[src/hw/rtl/edf_pkg.sv]
// edf_pkg: shared constants, types and helpers for the edf tick scheduler
// no dependencies; used by the slot cell, the top level and the bench
`default_nettype none
package edf_pkg;

  localparam int SLOT_COUNT = 8;
  localparam int SLOT_W     = (SLOT_COUNT > 1) ? $clog2(SLOT_COUNT) : 1;
  localparam int CNT_W      = $clog2(SLOT_COUNT + 1);
  localparam logic [31:0] SLOT_COUNT_V = SLOT_COUNT;

  typedef enum logic [2:0] {
    OP_NONE,
    OP_ADD,
    OP_REL,
    OP_DROP,
    OP_SEARCH,
    OP_RUN
  } cell_op_t;

  // broadcast from the sequencer to every cell
  typedef struct packed {
    cell_op_t           op;
    logic [SLOT_W-1:0]  sel;
    logic [31:0]        cur_time;
    logic [15:0]        period;
    logic [15:0]        rel_dl;
    logic [15:0]        cap;
  } cell_ctrl_t;

  // search token passed down the chain
  typedef struct packed {
    logic               found;
    logic [31:0]        key;
    logic [SLOT_W-1:0]  idx;
  } token_t;

  // a at or after b, modulo 2^32
  function automatic logic reached(input logic [31:0] a, input logic [31:0] b);
    logic [31:0] d;
    d = a - b;
    return ~d[31];
  endfunction

endpackage
`default_nettype wire

[src/hw/rtl/edf_cell.sv]
// edf_cell: one task slot; holds the slot state and one stage of the search chain
// depends on edf_pkg
`default_nettype none
module edf_cell
  import edf_pkg::*;
(
  input  wire logic              clk,
  input  wire logic              rst_n,
  input  wire logic [SLOT_W-1:0] slot_id,
  input  wire cell_ctrl_t        ctrl,
  input  wire token_t            tok_in,
  output token_t                 tok_out,
  output logic                   used,
  output logic                   dropped,
  output logic                   finished
);

  logic        used_r, ready_r;
  logic [15:0] period_r, rel_dl_r, cap_r, ticks_r;
  logic [31:0] next_rel_r, abs_dl_r;
  token_t      tok_r;
  logic        dropped_r, fin_r;

  logic        me;
  logic [31:0] key;
  logic [15:0] ticks_inc;
  logic        drop_hit;

  assign me        = (ctrl.sel == slot_id);
  assign key       = abs_dl_r - ctrl.cur_time;
  assign ticks_inc = ticks_r + 16'd1;
  assign drop_hit  = used_r & ready_r & reached(ctrl.cur_time, abs_dl_r);

  always_ff @(posedge clk) begin
    case (ctrl.op)
      OP_ADD: begin
        if (me) begin
          period_r   <= ctrl.period;
          rel_dl_r   <= ctrl.rel_dl;
          cap_r      <= ctrl.cap;
          next_rel_r <= ctrl.cur_time;
          abs_dl_r   <= ctrl.cur_time + {16'd0, ctrl.rel_dl};
          ticks_r    <= '0;
        end
      end
      OP_REL: begin
        if (used_r && !ready_r && reached(ctrl.cur_time, next_rel_r)) begin
          ticks_r  <= '0;
          abs_dl_r <= next_rel_r + {16'd0, rel_dl_r};
        end
      end
      OP_DROP: begin
        dropped_r <= drop_hit;
        if (drop_hit) begin
          ticks_r    <= '0;
          next_rel_r <= next_rel_r + {16'd0, period_r};
        end
      end
      OP_SEARCH: begin
        if (used_r && ready_r && (!tok_in.found || key < tok_in.key)) begin
          tok_r <= '{found: 1'b1, key: key, idx: slot_id};
        end else begin
          tok_r <= tok_in;
        end
      end
      OP_RUN: begin
        fin_r <= me && (ticks_inc >= cap_r);
        if (me) begin
          if (ticks_inc >= cap_r) begin
            ticks_r    <= '0;
            next_rel_r <= next_rel_r + {16'd0, period_r};
          end else begin
            ticks_r <= ticks_inc;
          end
        end
      end
      default: ;
    endcase
  end

  // control state
  always_ff @(posedge clk) begin
    if (!rst_n) begin
      used_r  <= 1'b0;
      ready_r <= 1'b0;
    end else begin
      case (ctrl.op)
        OP_ADD: if (me) begin
          used_r  <= 1'b1;
          ready_r <= 1'b1;
        end
        OP_REL: if (used_r && !ready_r && reached(ctrl.cur_time, next_rel_r)) begin
          ready_r <= 1'b1;
        end
        OP_DROP: if (drop_hit) begin
          ready_r <= 1'b0;
        end
        OP_RUN: if (me && ticks_inc >= cap_r) begin
          ready_r <= 1'b0;
        end
        default: ;
      endcase
    end
  end

  assign tok_out  = tok_r;
  assign used     = used_r;
  assign dropped  = dropped_r;
  assign finished = fin_r;

endmodule
`default_nettype wire

[config.mk]
export PLATFORM = sky130hd
export DESIGN_NAME = edf_cell
export DESIGN_NICKNAME = d
export VERILOG_FILES = /design/src/hw/rtl/edf_pkg.sv /design/src/hw/rtl/edf_cell.sv
export SDC_FILE = /design/constraint.sdc
export NUM_CORES = 1
export LEC_CHECK = 0
export CAP_MARGIN = 20
export CORE_UTILIZATION = 45
export CTS_CLUSTER_DIAMETER = 150
export DETAILED_ROUTE_END_ITERATION = 6
export DONT_BUFFER_PORTS = 1
export RECOVER_POWER = 100
export SLEW_MARGIN = 20
export SYNTH_ARGS = -nofsm -noshare
export SYNTH_HDL_FRONTEND = slang
export SYNTH_SLANG_ARGS = --single-unit
export TNS_END_PERCENT = 50
[constraint.sdc]
create_clock -name clk -period 13.1 [get_ports clk]
set_clock_uncertainty 0.1 [all_clocks]
set_input_delay 2.62 -clock clk [delete_from_list [all_inputs] [get_ports clk]]
set_output_delay 2.62 -clock clk [all_outputs]
set_load 0.02 [all_outputs]
==> results_dict.tcl <==
set metrics [dict create \
    num_antenna_cells 0 \
    ys.flop_type "edfxtp_1" \
    hold_path.class "reg -> reg" \
    io_buffers 0 \
    die_y_um 178 \
    critPathLaunchType "input pin" \
    ctsResizeCount 0 \
    grt_pass1_wl_um 53000 \
    fmax_ghz 0.127 \
    htreeDepth 4 \
    critPathCaptureType "register" \
    avgSynthCellArea_um2 9.63 \
    synth_fp_nets 1768 \
    min_from "ready_r" \
    syn_to_final_growth_pct 6.84 \
    worst-slew-pin-transition_ns 3.36 \
    synth_edf_count 166 \
    worst-r2r-cell-count 19 \
    detail-route-antenna-nets 0 \
    cts_tree "yes" \
    grt-ovfl-total 0 \
    final_max_slew_viol_count 310 \
    place_area_um2 14400 \
    antenna_found_initial 0 \
    p_leak_nw 6.30 \
    r2r_slack_ns 6.94 \
    die_area_um2 31700 \
    p_sw_frac 0.283 \
    ys_top_cells_by_area "edfxtp_1, ha_1, xnor2_1" \
    start_util 0.456 \
    hold_viol 0 \
    rsz0062_at_grt "no" \
    vias_per_cell 5.51 \
    whs_endpoint "ready_r" \
    clockBufferDepth 2 \
    grt_pass1_vias 10100 \
    power_per_cell_area_nw_per_um2 88.6 \
    wl_per_cell_um 18.2 \
    numCtsBuffers 17 \
    clock-sinks 168 \
    yosys.area.top_type "edfxtp_1" \
    fillers 2850 \
    drtIter0Drc 425 \
    hold_buffers 0 \
    io_pins 166 \
    drt-pass1-iter-count 5 \
    timing.rr.end "tok_out[10]" \
    pwr-share-clk 0.370 \
    nNetsFinal 1765 \
    hpwl_um 27100 \
    finalCritPeriodShare 0.599 \
    synthDistinctLibCells 70 \
    cts_setup_buffers 0 \
    gp_congestion 0.871 \
    root_buffer "clkbuf_16" \
    routed_wl_um 33800 \
    yosys_register_bits 168 \
    hold_depth 2 \
    stdcell_area_um2 14900 \
    synthesis.area_um2 14000 \
    p_seq_frac 0.465 \
    yosysMostFrequentCell "ha_1" \
    power_switching_uw 374 \
    crit_fanout 41 \
    clk_pin_slew_ns 0.08 \
    cp_data_required_time_ns 13.20 \
    criticalPathCategory "in -> reg" \
    maxCapViolations 7 \
    grt_max_degree 64 \
    synth_top_cell_area_share 0.357 \
    final_layout_size_suffix_gt1_frac 0.0631 \
    r2r-start "abs_dl_r[0]" \
    yosysWarnings 0 \
    vdd_ir_drop_max_uv 92.2 \
    finalSetupTns_ns 0 \
    async_flop_share 0 \
    violations "capacitance limit, slew limit" \
    track_usage 0.219 \
    comb_power_share 0.165 \
    drc 0 \
    critPathArrivalTime_ns 7.95 \
    die_w_um 178 \
    vias 10200 \
    synthCells 1449 \
    layout_min_cycle_time_ns 7.84 \
    status "finished with violations" \
    fp-row-count 64 \
    synth-seq-area-share 0.360 \
    design.core.area_um2 30600 \
    ys_top_cells_by_count "ha_1, inv_1, edfxtp_1, xnor2_1, o21ai_0" \
    setup_violations 0 \
    worstSkewPairLatency_ns 0.47 \
    maxSlewHeadroom -1.24 \
    p_int_uw 948 \
]
area by class of cell:
class	instances	area (um^2)	area share
sequential	168	5020	0.337
tap	396	495	0.0332
clock inverter	13	110	0.00738
inverter	179	672	0.0451
timing repair buffer	7	30.0	0.00201
clock buffer	19	433	0.0290
multi-input combinational	1073	8150	0.546
stage by stage:
step,total power [mW],instances,utilization,hold slack [ns],worst slack (ns)
after floorplan,0.797,1449,-,0.471,6.38
after global placement,0.841,1823,0.471,0.508,5.67
after detailed placement,0.845,1823,0.471,0.521,5.53
after CTS,1.34,1855,0.489,0.548,6.00
after global routing,1.38,1855,0.487,0.623,4.88
final,1.32,1855,0.487,0.549,5.26
power by group through the flow:
stage / Sequential (mW) / Clock [mW] / Combinational [mW]
finish: 0.614 / 0.489 / 0.219
global route: 0.615 / 0.519 / 0.250
CTS: 0.614 / 0.503 / 0.220
detailed placement: 0.626 / 0 / 0.219
global placement: 0.626 / 0 / 0.215
floorplan: 0.624 / 0 / 0.173
layer usage:
layer / vias up / global-route usage / share of wire
met4: 0 / 0.0744 / 0.020
met5: - / 0 / 0
met1: 4744 / 0.283 / 0.46
li1: 5203 / - / -
met3: 42 / 0.0552 / 0.064
met2: 235 / 0.353 / 0.45
flip-flops by register name, indices dropped and copies added, names as in the netlist:
signal / count
ticks_r: 16
next_rel_r: 32
cap_r: 16
dropped: 1
tok_out: 36
ready_r: 1
used: 1
rel_dl_r: 16
period_r: 16
finished: 1
abs_dl_r: 32
worst max path at each step:
stage          startpoint          end  slack [ns]  cells after the start
2_1_floorplan    ctrl[48]  tok_out[11]        6.38                     19
3_3_place_gp     ctrl[48]   tok_out[4]        5.67                     18
3_5_place_dp     ctrl[48]   tok_out[4]        5.53                     18
4_1_cts          ctrl[48]  tok_out[10]        6.00                     18
5_1_grt          ctrl[48]  tok_out[10]        4.88                     18
6_report         ctrl[48]  tok_out[10]        5.26                     18
logic make-up (layout without fill, tap and decap cells):
logic type | Yosys count | after routing | synth area share
compound gates | 344 | 344 | 0.158
xor+xnor | 125 | 125 | 0.0784
fa+ha+maj | 192 | 192 | 0.174
buf+inv | 208 | 218 | 0.0570
flops | 168 | 168 | 0.360
mux | 53 | 53 | 0.0410
simple gates | 359 | 359 | 0.131
critical path, cell delays in order:
cell and delay, ns:
ha_1 0.14, inv_1 0.05, fa_1 0.39, a21oi_1 0.20, o22ai_1 0.14, o31ai_1 0.73
o31a_1 0.31, a211oi_1 0.14, o2111ai_1 0.24, a21oi_1 0.11, xor2_1 0.17, ha_1 0.30
nand4_1 0.14, nor3_1 0.29, o211ai_1 0.13, a31oi_1 0.16, a211o_1 1.19, mux2_2 0.45
cells in the final DEF, fill, tap and decap left out, types with 33 or more instances in the layout:
cell type	instances
nor2_1	74
nand2_1	82
mux2_2	33
edfxtp_1	166
inv_1	179
a21o_1	51
ha_1	188
nand3_1	37
o21ai_0	90
xnor2_1	95
a21oi_1	85
No activity file was read; power rests on OpenSTA's default activity.
